**config.mk**
```make
export PLATFORM = sky130hd
export DESIGN_NAME = mssu_queue
export DESIGN_NICKNAME = d
export VERILOG_FILES = /design/src/design/mssu_pkg.sv /design/src/design/mssu_queue.sv
export SDC_FILE = /design/constraint.sdc
export NUM_CORES = 1
export LEC_CHECK = 0
export BUFFER_PORTS_ARGS = -buffer_cell sky130_fd_sc_hd__buf_4
export CAP_MARGIN = 20
export CORE_MARGIN = 4
export CORE_UTILIZATION = 52
export DETAILED_ROUTE_END_ITERATION = 6
export PLACE_DENSITY = 0.86
export SYNTH_ARGS = -nofsm -noshare
export SYNTH_HDL_FRONTEND = slang
export SYNTH_SLANG_ARGS = --single-unit
```
**constraint.sdc**
```tcl
create_clock -name clock -period 5.3 [get_ports clock]
set_input_delay 0.795 -clock clock [delete_from_list [all_inputs] [get_ports clock]]
set_output_delay 0.795 -clock clock [all_outputs]
set_load 0.01 [all_outputs]
```
**src/design/mssu_pkg.sv**
```systemverilog
`timescale 1ns / 1ps

package mssu_pkg;

   // Lattice geometry. SIZE must be a power of two so that index wraparound
   // is a plain truncation.
   localparam int SIZE      = 64;
   localparam int NEIGHBORS = 4;
   localparam int IDX_W     = $clog2(SIZE);
   localparam int ADDR_W    = 2 * IDX_W;
   localparam int CELLS     = SIZE * SIZE;
   localparam int NB_W      = $clog2(NEIGHBORS);

   // Field widths.
   localparam int ROW_IN_W  = 6;
   localparam int OFF_W     = 3;
   localparam int CODE_W    = 2;
   localparam int BUDGET_W  = 16;
   localparam int MAG_W     = 15;
   localparam int CSR_IDX_W = 3;
   localparam int SPIN_W    = 3;
   localparam int SUM_W     = 5;
   localparam int DIFF_W    = 4;
   localparam int DE_W      = 9;
   localparam int CMP_W     = BUDGET_W + 2;

   // Depth of the queue between front and back.
   localparam int QUEUE_DEPTH = 2;
   localparam int QPTR_W      = $clog2(QUEUE_DEPTH);

   // Magnetization after reset: every spin at +3.
   localparam logic [MAG_W-1:0] MAG_RESET = MAG_W'(3 * CELLS);

   // Spin value of each 2-bit code.
   localparam logic signed [SPIN_W-1:0] SPIN_VALUE [4] = '{3'sd3, 3'sd1, -3'sd1, -3'sd3};

   // Reset values of the neighbour offsets, in register order.
   localparam logic [OFF_W-1:0] OFF_RESET [2*NEIGHBORS] =
      '{3'd1, 3'd0, 3'd7, 3'd0, 3'd0, 3'd1, 3'd0, 3'd7};

   // Configuration register indexes.
   typedef enum logic [CSR_IDX_W-1:0] {
      CSR_NB0_ROW = 3'd0,
      CSR_NB0_COL = 3'd1,
      CSR_NB1_ROW = 3'd2,
      CSR_NB1_COL = 3'd3,
      CSR_NB2_ROW = 3'd4,
      CSR_NB2_COL = 3'd5,
      CSR_NB3_ROW = 3'd6,
      CSR_NB3_COL = 3'd7
   } csr_index_type;

   // One classified update travelling from front to back.
   typedef struct packed {
      logic [ADDR_W-1:0]                  site_addr;
      logic [NEIGHBORS-1:0][ADDR_W-1:0]   nb_addr;
      logic [CODE_W-1:0]                  pcode;
      logic [BUDGET_W-1:0]                budget;
   } item_type;

   // Add a signed 3-bit offset to an index, modulo SIZE.
   function automatic logic [IDX_W-1:0] wrap_add(input logic [IDX_W-1:0] idx,
                                                 input logic [OFF_W-1:0] off);
      logic [IDX_W+OFF_W-1:0] ext;
      ext = {{IDX_W{off[OFF_W-1]}}, off};
      return idx + ext[IDX_W-1:0];
   endfunction

   // Spin value of a code.
   function automatic logic signed [SPIN_W-1:0] spin_val(input logic [CODE_W-1:0] code);
      return SPIN_VALUE[code];
   endfunction

endpackage

```
**src/design/mssu_queue.sv**
```systemverilog
`timescale 1ns / 1ps

module mssu_queue (
   input  logic                clock,
   input  logic                reset,
   input  logic                push,
   input  mssu_pkg::item_type  push_item,
   input  logic                pop,
   output mssu_pkg::item_type  head,
   output logic                empty,
   output logic                full
);

   mssu_pkg::item_type               slot_ff [mssu_pkg::QUEUE_DEPTH];
   logic [mssu_pkg::QPTR_W-1:0]      wr_ptr_ff;
   logic [mssu_pkg::QPTR_W-1:0]      rd_ptr_ff;
   logic [mssu_pkg::QPTR_W:0]        count_ff;
   logic [mssu_pkg::QPTR_W-1:0]      wr_ptr_in;
   logic [mssu_pkg::QPTR_W-1:0]      rd_ptr_in;
   logic [mssu_pkg::QPTR_W:0]        count_in;

   assign empty = (count_ff == '0);
   assign full  = (count_ff == (mssu_pkg::QPTR_W+1)'(mssu_pkg::QUEUE_DEPTH));
   assign head  = slot_ff[rd_ptr_ff];

   // Pointer and occupancy update.
   always_comb begin
      wr_ptr_in = wr_ptr_ff;
      rd_ptr_in = rd_ptr_ff;
      count_in  = count_ff;
      if (push) begin
         wr_ptr_in = wr_ptr_ff + 1'b1;
      end
      if (pop) begin
         rd_ptr_in = rd_ptr_ff + 1'b1;
      end
      if (push && !pop) begin
         count_in = count_ff + 1'b1;
      end else if (pop && !push) begin
         count_in = count_ff - 1'b1;
      end
   end

   always_ff @(posedge clock) begin
      if (reset) begin
         wr_ptr_ff <= '0;
         rd_ptr_ff <= '0;
         count_ff  <= '0;
      end else begin
         wr_ptr_ff <= wr_ptr_in;
         rd_ptr_ff <= rd_ptr_in;
         count_ff  <= count_in;
      end
      if (push) begin
         slot_ff[wr_ptr_ff] <= push_item;
      end
   end

endmodule

```
* Word-level counts from Yosys, hierarchy flattened *
Memory sizes are Yosys's and may differ from the RTL's. A register that Yosys moved wholly into a read port is not among the register bits.
Cells that the tools add are included.

operators by class
  reduce and logical (&&, ||, !) cells = 6
  mux-type cells = 6
  equal/unequal tests = 1
  $add $sub $neg = 4

operators by type and width
  cell                 number
  $mux 1               4
  $mux 2               2
  $add 1x1->1 const B  2
  $add 2x1->2 const B  1
  $eq 2x2->1 const B   1
  $logic_and 1x1->1    2
  $logic_not 1->1      2
  $logic_not 2->1      1
  $reduce_bool 2->1    1
  $sub 2x1->2 const B  1

storage, ports and cells
  memories kept = 1
  word-level logic and storage cells = 21
  bits in registers = 4
  input port bits = 82
  RAM bits = 156

memories
  name     depth  width  read ports  clocked after Yosys merged registers in  write ports  line              RTL
  slot_ff  2      78     1           1                                        1            mssu_queue.sv:14  mssu_pkg::item_type slot_ff [mssu_pkg::QUEUE_DEPTH];

* Logic depth before layout (Yosys ltp) *
  depth in word-level cells = 4
  depth in mapped cells = 5

* Worst setup path before layout *
Ideal clock, no wire load.

  path type = input-to-reg
  from = input port push
  to = memory slot_ff[0][0] (netlist bit) (enable)
  library setup time = 524 ps
  path buffers = 0
  arrival time = 4207 ps
  data required time = 4776 ps
  setup slack = 568 ps
  stages on the path = 1
  cells stage by stage = nor2b_1

on the way
  cells in the longest elaborated chain, start to end = 2

RTL lines
  what                          line              RTL
  start: declaration            mssu_queue.sv:6   input logic push,
  $mux 1                        mssu_queue.sv:54  if (push) begin
  $mux 1 (implied by the code)  mssu_queue.sv:55  slot_ff[wr_ptr_ff] <= push_item;
  end: declaration              mssu_queue.sv:14

No other way between the ends.

==> summary.txt <==
Yosys
  • Syn avg cell area: 22.3 µm²
  • Synthesis Warnings: 0
  • Synthesized instance count: 265
  • Post-Syn Area: 5910 µm²
  • Post-synthesis compound-gate area fraction: 0.00169
  • Main combinational cell family by area after synthesis: multiplexers
  • Post-synthesis simple-gate area fraction: 0.00741
  • Seq/Total Area, Yosys: 0.809
  • Number of library cell types mapped by synthesis: 16
  • Mux cell area share after synthesis: 0.161
  • Adder-cell area share of the yosys netlist: 0.00212
  • Yosys reg bits: 161
  • Synth Area in XOR/XNOR: 0.00592
  • Post-synth net total: 348

Power
  • Pwr Density: 380 nW/µm²
  • Peak VDD IR: 0.247 mV
  • Overall power: 2980 µW
  • P_leak: 0.00298 µW

Finish
  • Ant diodes: 0
  • Syn-to-layout area delta: 32.3%
  • Share of cells above drive strength 1: 0.605
  • Most frequent cells in the layout: buf_4, edfxtp_1, mux2_2, mux2_4, clkbuf_16
  • Commonest non-fill, non-tap cell in the layout: buf_4
  • Final net count: 521

Floorplan
  • Rows: 38
  • Core area: 11000 µm²
  • Die area: 13100 µm²
  • Die outline width: 115 µm
  • Initial core utilization: 0.538
  • Die Span Y: 115 µm
  • Top-Level Pins: 162

Timing
  • Final WS setup: 2580 ps
  • Clock Skews: 8.51 ps
  • Final hold vios: 0
  • Slew HR: 0.282
  • Total negative slack: 0 ps
  • Unrepaired setup endpoints after global routing: false
  • Fmax: 368 MHz
  • Pins Over Slew Limit: 0
  • Fin crit share: 0.513
  • Measured slew at the worst slew-check pin: 1080 ps
  • Final Critical Period: 2720 ps
  • Endpoints failing setup: 0

CTS
  • Post-cts sizing count: 0
  • Clock Root Buffer: clkbuf_16
  • Skew-Pair Late Insertion Delay: 400 ps
  • Num CTS Buffers: 17
  • Clock transition at path regs: 60 ps
  • Sink Count: 161
  • Post-CTS Hold Buffers: 0
  • Clk buf depth: 2
  • CTS tree: yes
  • Max H-tree Level: 4
  • Postcts setup bufs: 0

Drt
  • Drt pass-1 iters: 4
  • DRC violation total after the first TritonRoute iteration: 162
  • Vias per cell: 5.04
  • Vias after detailed routing: 2976
  • Antenna-violating nets left: 0
  • Residual DRC: 0
  • Routed len/inst: 17.7 µm
  • DRT Wirelength: 10400 µm

Global routing
  • Vias in the first global route: 3176
  • Initial antenna violation count: 0
  • First-pass GRT wire length: 15700 µm
  • Maximum number of pins on one net before global-route repair: 79
  • Total track usage: 0.160
  • GR Overflow Total: 0

Critical path
  • CP required: 4510 ps
  • Worst setup EP type: output port
  • Worst path arrival time: 1930 ps
  • Critical path type: reg -> out
  • Startpoint types: register
  • CP Max Fanout: 51
  • Crit-path max cell delay: 630 ps
  • Worst r2r src: wr_ptr_ff
  • Delay-heaviest family, CP: flip-flops
  • CP Cell Sequence: buf_16, mux2_2, buf_4
  • Worst path slowest cell: dfxtp_4
  • Crit path buf inv count: 2

Place
  • DP Worst Slack: 2530 ps
  • GP Congestion: 0.742
  • Hpwl dp: 6810 µm
  • Port Buf Inserts: 161

Run
  • # Max-Cap Violations: 0

Run status
  • Status: complete, no violations

Min path
  • Worst Hold Class: reg -> reg
  • Hold Crit Start: rd_ptr_ff
## state kept, by name, indices dropped and copies added (netlist names), named ones only
| register | cells |
|---|---|
| slot_ff | 156 |
| rd_ptr_ff | 1 |
| wr_ptr_ff | 1 |
| count_ff | 2 |
## final timing paths
| check | end | slack [ps] | cells after the start |
|---|---|---|---|
| setup / recovery | head[22] | 2580 | 3 |
| hold / removal | register | 530 | 2 |
| setup reg to reg | slot_ff[0][28] | 3120 | 2 |
| hold reg to reg | register | 530 | 2 |
## cells by family after synthesis
family	count (synthesis)
buf+inv	10
mux	78
compound gates	2
fa+ha+maj	1
flops	161
simple gates	9
xor+xnor	4
## final cells by class
type                            instances  area (µm²)
Clock buffer                           18         429
Clock inverter                         14         119
Fill cell                             701        3160
Inverter                                1        3.75
Multi-Input combinational cell         94        1060
Sequential cell                       161        4790
Tap cell                              140         175
Timing Repair Buffer                  163        1240
## synthesized netlist by cell type
| cell | count | area, µm² |
|---|---|---|
| a21oi_1 | 1 | 5.00 |
| and2_1 | 1 | 6.26 |
| buf_2 | 5 | 25.0 |
| buf_6 | 4 | 45.0 |
| dfxtp_1 | 5 | 100 |
| edfxtp_1 | 156 | 4680 |
| ha_1 | 1 | 12.5 |
| inv_1 | 1 | 3.75 |
| mux2_2 | 58 | 653 |
| mux2_4 | 20 | 300 |
| nor2_1 | 5 | 18.8 |
| nor2b_1 | 2 | 12.5 |
| o21ai_0 | 1 | 5.00 |
| or3_1 | 1 | 6.26 |
| xnor2_1 | 2 | 17.5 |
| xor2_1 | 2 | 17.5 |
## layer usage
layer	track usage	wire, µm
met1	0.188	3910
met2	0.267	5460
met3	0.0544	890
met4	0.0721	176
met5	0	0
## worst reg2reg max path: stages (launching register included)
cell and delay [ps]:
dfxtp_1 350, nor2b_4 780, buf_4 640
## where the power goes
part	total, µW	internal, µW	switching [µW]
logic	360	203	157
clock network	1100	643	458
registers	1520	1490	29.6
## metrics by stage
stage	utilization	hold WS (ps)	cells	instance area, µm²
2_1_floorplan	-	461	265	5910
3_3_place_gp	0.660	476	558	7250
3_5_place_dp	0.660	499	558	7250
4_1_cts	0.710	534	590	7800
5_1_grt	0.712	556	591	7820
6_report	0.712	529	591	7820
No activity file was read; power rests on OpenSTA's default activity.
