$ cat src/design/mssu_pkg.sv
`timescale 1ns / 1ps

package mssu_pkg;

   // Lattice geometry. SIZE must be a power of two so that index wraparound
   // is a plain truncation.
   localparam int SIZE      = 64;
   localparam int NEIGHBORS = 4;
   localparam int IDX_W     = $clog2(SIZE);
   localparam int ADDR_W    = 2 * IDX_W;
   localparam int CELLS     = SIZE * SIZE;
   localparam int NB_W      = $clog2(NEIGHBORS);

   // Field widths.
   localparam int ROW_IN_W  = 6;
   localparam int OFF_W     = 3;
   localparam int CODE_W    = 2;
   localparam int BUDGET_W  = 16;
   localparam int MAG_W     = 15;
   localparam int CSR_IDX_W = 3;
   localparam int SPIN_W    = 3;
   localparam int SUM_W     = 5;
   localparam int DIFF_W    = 4;
   localparam int DE_W      = 9;
   localparam int CMP_W     = BUDGET_W + 2;

   // Depth of the queue between front and back.
   localparam int QUEUE_DEPTH = 2;
   localparam int QPTR_W      = $clog2(QUEUE_DEPTH);

   // Magnetization after reset: every spin at +3.
   localparam logic [MAG_W-1:0] MAG_RESET = MAG_W'(3 * CELLS);

   // Spin value of each 2-bit code.
   localparam logic signed [SPIN_W-1:0] SPIN_VALUE [4] = '{3'sd3, 3'sd1, -3'sd1, -3'sd3};

   // Reset values of the neighbour offsets, in register order.
   localparam logic [OFF_W-1:0] OFF_RESET [2*NEIGHBORS] =
      '{3'd1, 3'd0, 3'd7, 3'd0, 3'd0, 3'd1, 3'd0, 3'd7};

   // Configuration register indexes.
   typedef enum logic [CSR_IDX_W-1:0] {
      CSR_NB0_ROW = 3'd0,
      CSR_NB0_COL = 3'd1,
      CSR_NB1_ROW = 3'd2,
      CSR_NB1_COL = 3'd3,
      CSR_NB2_ROW = 3'd4,
      CSR_NB2_COL = 3'd5,
      CSR_NB3_ROW = 3'd6,
      CSR_NB3_COL = 3'd7
   } csr_index_type;

   // One classified update travelling from front to back.
   typedef struct packed {
      logic [ADDR_W-1:0]                  site_addr;
      logic [NEIGHBORS-1:0][ADDR_W-1:0]   nb_addr;
      logic [CODE_W-1:0]                  pcode;
      logic [BUDGET_W-1:0]                budget;
   } item_type;

   // Add a signed 3-bit offset to an index, modulo SIZE.
   function automatic logic [IDX_W-1:0] wrap_add(input logic [IDX_W-1:0] idx,
                                                 input logic [OFF_W-1:0] off);
      logic [IDX_W+OFF_W-1:0] ext;
      ext = {{IDX_W{off[OFF_W-1]}}, off};
      return idx + ext[IDX_W-1:0];
   endfunction

   // Spin value of a code.
   function automatic logic signed [SPIN_W-1:0] spin_val(input logic [CODE_W-1:0] code);
      return SPIN_VALUE[code];
   endfunction

endpackage

$ cat src/design/mssu_front.sv
`timescale 1ns / 1ps

module mssu_front (
   input  logic                             clock,
   input  logic                             reset,
   input  logic                             start,
   output logic                             busy,
   input  logic [mssu_pkg::ROW_IN_W-1:0]    req_site_row,
   input  logic [mssu_pkg::ROW_IN_W-1:0]    req_site_col,
   input  logic [mssu_pkg::CODE_W-1:0]      req_proposed_code,
   input  logic [mssu_pkg::BUDGET_W-1:0]    req_energy_budget,
   input  logic                             csr_write_en,
   input  logic [mssu_pkg::CSR_IDX_W-1:0]   csr_index,
   input  logic [mssu_pkg::OFF_W-1:0]       csr_wdata,
   input  logic                             queue_full,
   input  logic                             clearing,
   output logic                             push,
   output mssu_pkg::item_type               push_item
);

   logic [mssu_pkg::OFF_W-1:0] offs_ff [2*mssu_pkg::NEIGHBORS];
   logic [mssu_pkg::OFF_W-1:0] offs_in [2*mssu_pkg::NEIGHBORS];
   logic [mssu_pkg::IDX_W-1:0] row;
   logic [mssu_pkg::IDX_W-1:0] col;

   // Offset register write decode.
   always_comb begin
      for (int k = 0; k < 2*mssu_pkg::NEIGHBORS; k++) begin
         offs_in[k] = offs_ff[k];
      end
      if (csr_write_en) begin
         case (mssu_pkg::csr_index_type'(csr_index))
            mssu_pkg::CSR_NB0_ROW: offs_in[0] = csr_wdata;
            mssu_pkg::CSR_NB0_COL: offs_in[1] = csr_wdata;
            mssu_pkg::CSR_NB1_ROW: offs_in[2] = csr_wdata;
            mssu_pkg::CSR_NB1_COL: offs_in[3] = csr_wdata;
            mssu_pkg::CSR_NB2_ROW: offs_in[4] = csr_wdata;
            mssu_pkg::CSR_NB2_COL: offs_in[5] = csr_wdata;
            mssu_pkg::CSR_NB3_ROW: offs_in[6] = csr_wdata;
            mssu_pkg::CSR_NB3_COL: offs_in[7] = csr_wdata;
            default: ;
         endcase
      end
   end

   always_ff @(posedge clock) begin
      if (reset) begin
         for (int k = 0; k < 2*mssu_pkg::NEIGHBORS; k++) begin
            offs_ff[k] <= mssu_pkg::OFF_RESET[k];
         end
      end else begin
         for (int k = 0; k < 2*mssu_pkg::NEIGHBORS; k++) begin
            offs_ff[k] <= offs_in[k];
         end
      end
   end

   // A word is taken whenever the queue has room and the store is ready.
   assign busy = queue_full | clearing;
   assign push = start & ~busy;

   // Reduce the site modulo the lattice size and form the five addresses.
   assign row = mssu_pkg::IDX_W'(req_site_row);
   assign col = mssu_pkg::IDX_W'(req_site_col);

   always_comb begin
      push_item.site_addr = {row, col};
      for (int n = 0; n < mssu_pkg::NEIGHBORS; n++) begin
         push_item.nb_addr[n] = {mssu_pkg::wrap_add(row, offs_ff[2*n]),
                                 mssu_pkg::wrap_add(col, offs_ff[2*n+1])};
      end
      push_item.pcode  = req_proposed_code;
      push_item.budget = req_energy_budget;
   end

endmodule

$ cat config.mk
export PLATFORM = sky130hd
export DESIGN_NAME = mssu_front
export DESIGN_NICKNAME = d
export VERILOG_FILES = /design/src/design/mssu_pkg.sv /design/src/design/mssu_front.sv
export SDC_FILE = /design/constraint.sdc
export NUM_CORES = 1
export LEC_CHECK = 0
export ABC_CLOCK_PERIOD_IN_PS = 4900
export BUFFER_PORTS_ARGS = -buffer_cell sky130_fd_sc_hd__buf_4
export CAP_MARGIN = 20
export CORE_UTILIZATION = 53
export CTS_BUF_LIST = sky130_fd_sc_hd__clkbuf_8
export CTS_CLUSTER_DIAMETER = 40
export DETAILED_ROUTE_END_ITERATION = 10
export PLACE_DENSITY = 0.9
export SYNTH_ARGS = -nofsm -noshare
export SYNTH_HDL_FRONTEND = slang
export SYNTH_SLANG_ARGS = --single-unit
$ cat constraint.sdc
create_clock -name clock -period 4.9 [get_ports clock]
set_input_delay 0.735 -clock clock [delete_from_list [all_inputs] [get_ports clock]]
set_output_delay 0.735 -clock clock [all_outputs]
set_load 0.02 [all_outputs]
* Word-level counts from Yosys, hierarchy flattened
Memory sizes are Yosys's and may differ from the RTL's.
Cells that the tools add are included.
** Storage, ports and cells
- Register bits :: 0
- Bits in latches :: 0
- Bits in writable memories :: 24
- Bits in read-only memories :: 0
- Bits of input ports :: 42
- Output and inout bits :: 80
- Logic and storage cells :: 48
- Memories :: 1
** Operators by class
- Add/sub/neg operators :: 8
- $mul :: 0
- Divide/modulo/power cells :: 0
- $lt $le $gt $ge :: 0
- Equal/unequal tests :: 7
- Shift-type cells :: 0
- Muxes and demuxes :: 20
- Bitwise logic cells :: 11
- Reductions and logical operators :: 1
** Memory list
- offs_ff :: depth 8, width 3, read ports 8, clocked after Yosys merged registers in 0, write ports 8, line mssu_front.sv:21 : logic [mssu_pkg::OFF_W-1:0] offs_ff [2*mssu_pkg::NEIGHBORS];
** Operators with widths (count)
- $add 6x6->6 :: 8
- $mux 3 :: 16
- $mux 24 :: 1
- $eq 3x3->1 const B :: 4
- $or 1x1->1 :: 9
- $eq 3x2->1 const B :: 2
- $eq 3x1->1 const B :: 1
- $logic_not 3->1 :: 1
- $mux 1 :: 3
- $and 1x1->1 :: 1
- $not 1->1 :: 1

* Logic depth before layout (Yosys ltp)
- Depth after elaboration :: 4
- Gate-level depth with buffers :: 7
- Gate-level depth less buffers :: 7

* Worst setup path after synthesis
Ideal clock, no wire load.
- Path type :: input-to-output
- Start point :: in req_site_col[0] (netlist name)
- End point :: out push_item[46] (netlist name)
- Data arrival time :: 1.936 ns
- Data required time :: 4.165 ns
- Setup slack :: 2.229 ns
- Stages on the path :: 5
- Path buffers :: 0
- Path through :: ha_1 -> fa_1 -> a21o_1 -> a21oi_1 -> xnor2_1
** RTL lines
- start, declared :: line mssu_front.sv:9 : input logic [mssu_pkg::ROW_IN_W-1:0] req_site_col,
- end, declared :: line mssu_front.sv:18 : output mssu_pkg::item_type push_item

==> reports/metrics.cfg <==
[outcome]
run_status=completed

[cells_and_area]
fin_nets=433
reg.largest.list=offs_ff: 24 flops
regMostFlops=offs_ff
n_fill_cell=384
largest_reg_flops=24
area_growth_pct=20.46
drive_above_1_share=0.2727
antenna_cells=0

[sta]
fmax_ghz=0.3410
rsz0062_at_grt=no
finalSetupViolCount=0
relSlewSlack=0.5700
skew_ns=0
period_share=0.5985
tns_ns=0
hold_viol=0
fin_crit_ns=2.932
worst_pin_slew_ns=0.6401
slew_viol_final=0
whs_ns=0.4904

[synth]
synth_top_area_cell=ha_1
synth_area_um2=2592
ys_types=25
syn_nets=375
ys_ff_latch=24
synth.area.top_cells=ha_1 (19%), dfxtp_1 (19%), buf_4 (8.7%)
post_synth.cell_area_avg_um2=9.096
synth_most_common_cell=ha_1
async_reset_ff_frac=0
syn_inst=285
yosysWarnings=0
synth.cells.most_frequent=ha_1 (40), a21oi_1 (32), buf_4 (30), nor2_1 (29), xnor2_1 (25)
ys_seq_area_frac=0.1853
synth_enable_flop_cells=0
ys.flop_type=dfxtp_1
netlist.area_leader.share=0.1931

[critical_path]
critPathLaunchType=input pin
timing.critical_path.mode_cell=buf_4
crit_fanout=5
crit_chain=buf_4 -> ha_1 -> fa_1 -> a21o_1 -> a21oi_1 -> xnor2_1 -> buf_4
crit_required_ns=4.16
slowest_stage=fa_1
cpPeakStageDelay_ns=0.43
crit_type=in -> out
end_kind=output pin
crit_arrival_ns=2.20

[route]
dr.first_iter.drc_count=61
drt_wl_total_um=5751
route.detailed.drc=0
wire_per_inst_um=14.10
antenna_left=0
drt-pass1-iter-count=4
drt-vias-per-instance=5.490
dr_total_vias=2240

[clocking]
clk_latency_ns=0.26
numCtsBuffers=3
h-tree-depth=1
clock_sinks=24
cts_tree=yes
postCtsSetupBuffers=0
cts_resized=0
root_buffer=clkbuf_8
path_clk_slew_ns=0.08
cts_hold_buf=0
cts_buffer_depth=2

[min_path]
hold_class=reg -> reg

[floorplan]
start_util=0.5489
die_area_um2=5175
ios=122
fp-row-count=25
die_w_um=71.94
die_y_um=71.94
coreArea_um2=4723

[power]
ir_worst_vdd_mv=0.1476
p_leak_uw=0.001541
power-per-cell-area_nw_per_um2=198.4

[global_routing]
grt_pass1_vias=2188
antenna_found_initial=0
overflow=0
grtUsageTotal=0.2277
grt_max_degree=25
grt_first_pass_wirelength_um=9480

[place]
portBuffers=85
hpwl_um=4738
place.gp.congestion=0.8314

[run]
max_cap_violations=0

[final timing paths]
check / startpoint / end / slack [ns] / cells past startpoint
setup / recovery: req_site_row[0] / push_item[40] / 1.97 / 7
hold / removal: offs_ff[0][15] / offs_ff[0][15] / 0.49 / 1
setup reg to reg: offs_ff[0][8] / offs_ff[0][8] / 4.00 / 2
hold reg to reg: offs_ff[0][15] / offs_ff[0][15] / 0.49 / 1
[layer usage]
metal / GRT usage / vias up / share of wire
met5: 0 / - / 0
met4: 0.05664 / 0 / 0.0064
met3: 0.04861 / 9 / 0.042
met2: 0.4224 / 61 / 0.53
met1: 0.2661 / 1071 / 0.42
li1: - / 1099 / -
[placed cells by master, fill, tap and decap left out]
cell type  Yosys  layout
a211o_1        8       8
a211oi_1       8       8
a21o_1        16      16
a21oi_1       32      32
buf_4         30      85
clkbuf_8       0       3
dfxtp_1       24      24
fa_1           8       8
ha_1          40      40
inv_1          9       9
mux2i_1        8       8
nand2_1        1       1
nand2b_2       1       1
nand4_1        1       1
nand4b_1       3       3
nor2_1        29      29
nor2b_1        4       4
nor3_1         1       1
nor3_4         1       1
nor3b_4        2       2
o21ai_0        8       8
o21bai_1       8       8
or2_2          1       1
xnor2_1       25      25
xor2_1        15      15
[kinds of logic after synthesis]
family / count (synthesis) / synth area share
flops: 24 / 0.1853
buf+inv: 41 / 0.1028
xor+xnor: 40 / 0.1351
mux: 8 / 0.03089
compound gates: 80 / 0.1969
fa+ha+maj: 48 / 0.2548
simple gates: 44 / 0.09411
[power breakdown]
part	total, uW	internal, uW	leakage, uW	switching [uW]
clock network	113	55.0	0.0000216	57.9
logic	301	135	0.00133	166
registers	205	200	0.000195	5.41
total	620	390	0.00154	230
[worst max-delay path: cells and delay by family]
kind	cells	cell delay [ns]
fa+ha+maj	2	0.67
compound gates	2	0.36
buf+inv	2	0.30
xor+xnor	1	0.14
[area by class of cell]
class | instances | area (um2) | area share
Inverter | 9 | 33.78 | 0.01082
Multi-Input combinational cell | 220 | 1846 | 0.5909
Tap cell | 67 | 83.83 | 0.02684
Timing Repair Buffer | 85 | 638.1 | 0.2043
Clock buffer | 3 | 41.29 | 0.01322
Sequential cell | 24 | 480.5 | 0.1538
[per-stage QoR]
step                cell area (um2)  setup slack [ns]  total power (uW)  cells    util
floorplan                      2592             2.229             416.9    285       -
finish                         3123             1.968             619.6    408  0.6612
global route                   3123             1.911             654.0    408  0.6612
global placement               3082             2.012             503.6    405  0.6525
CTS                            3123             1.970             623.2    408  0.6612
detailed placement             3082             1.971             511.0    405  0.6525
Power figures use the tool's default switching activity.
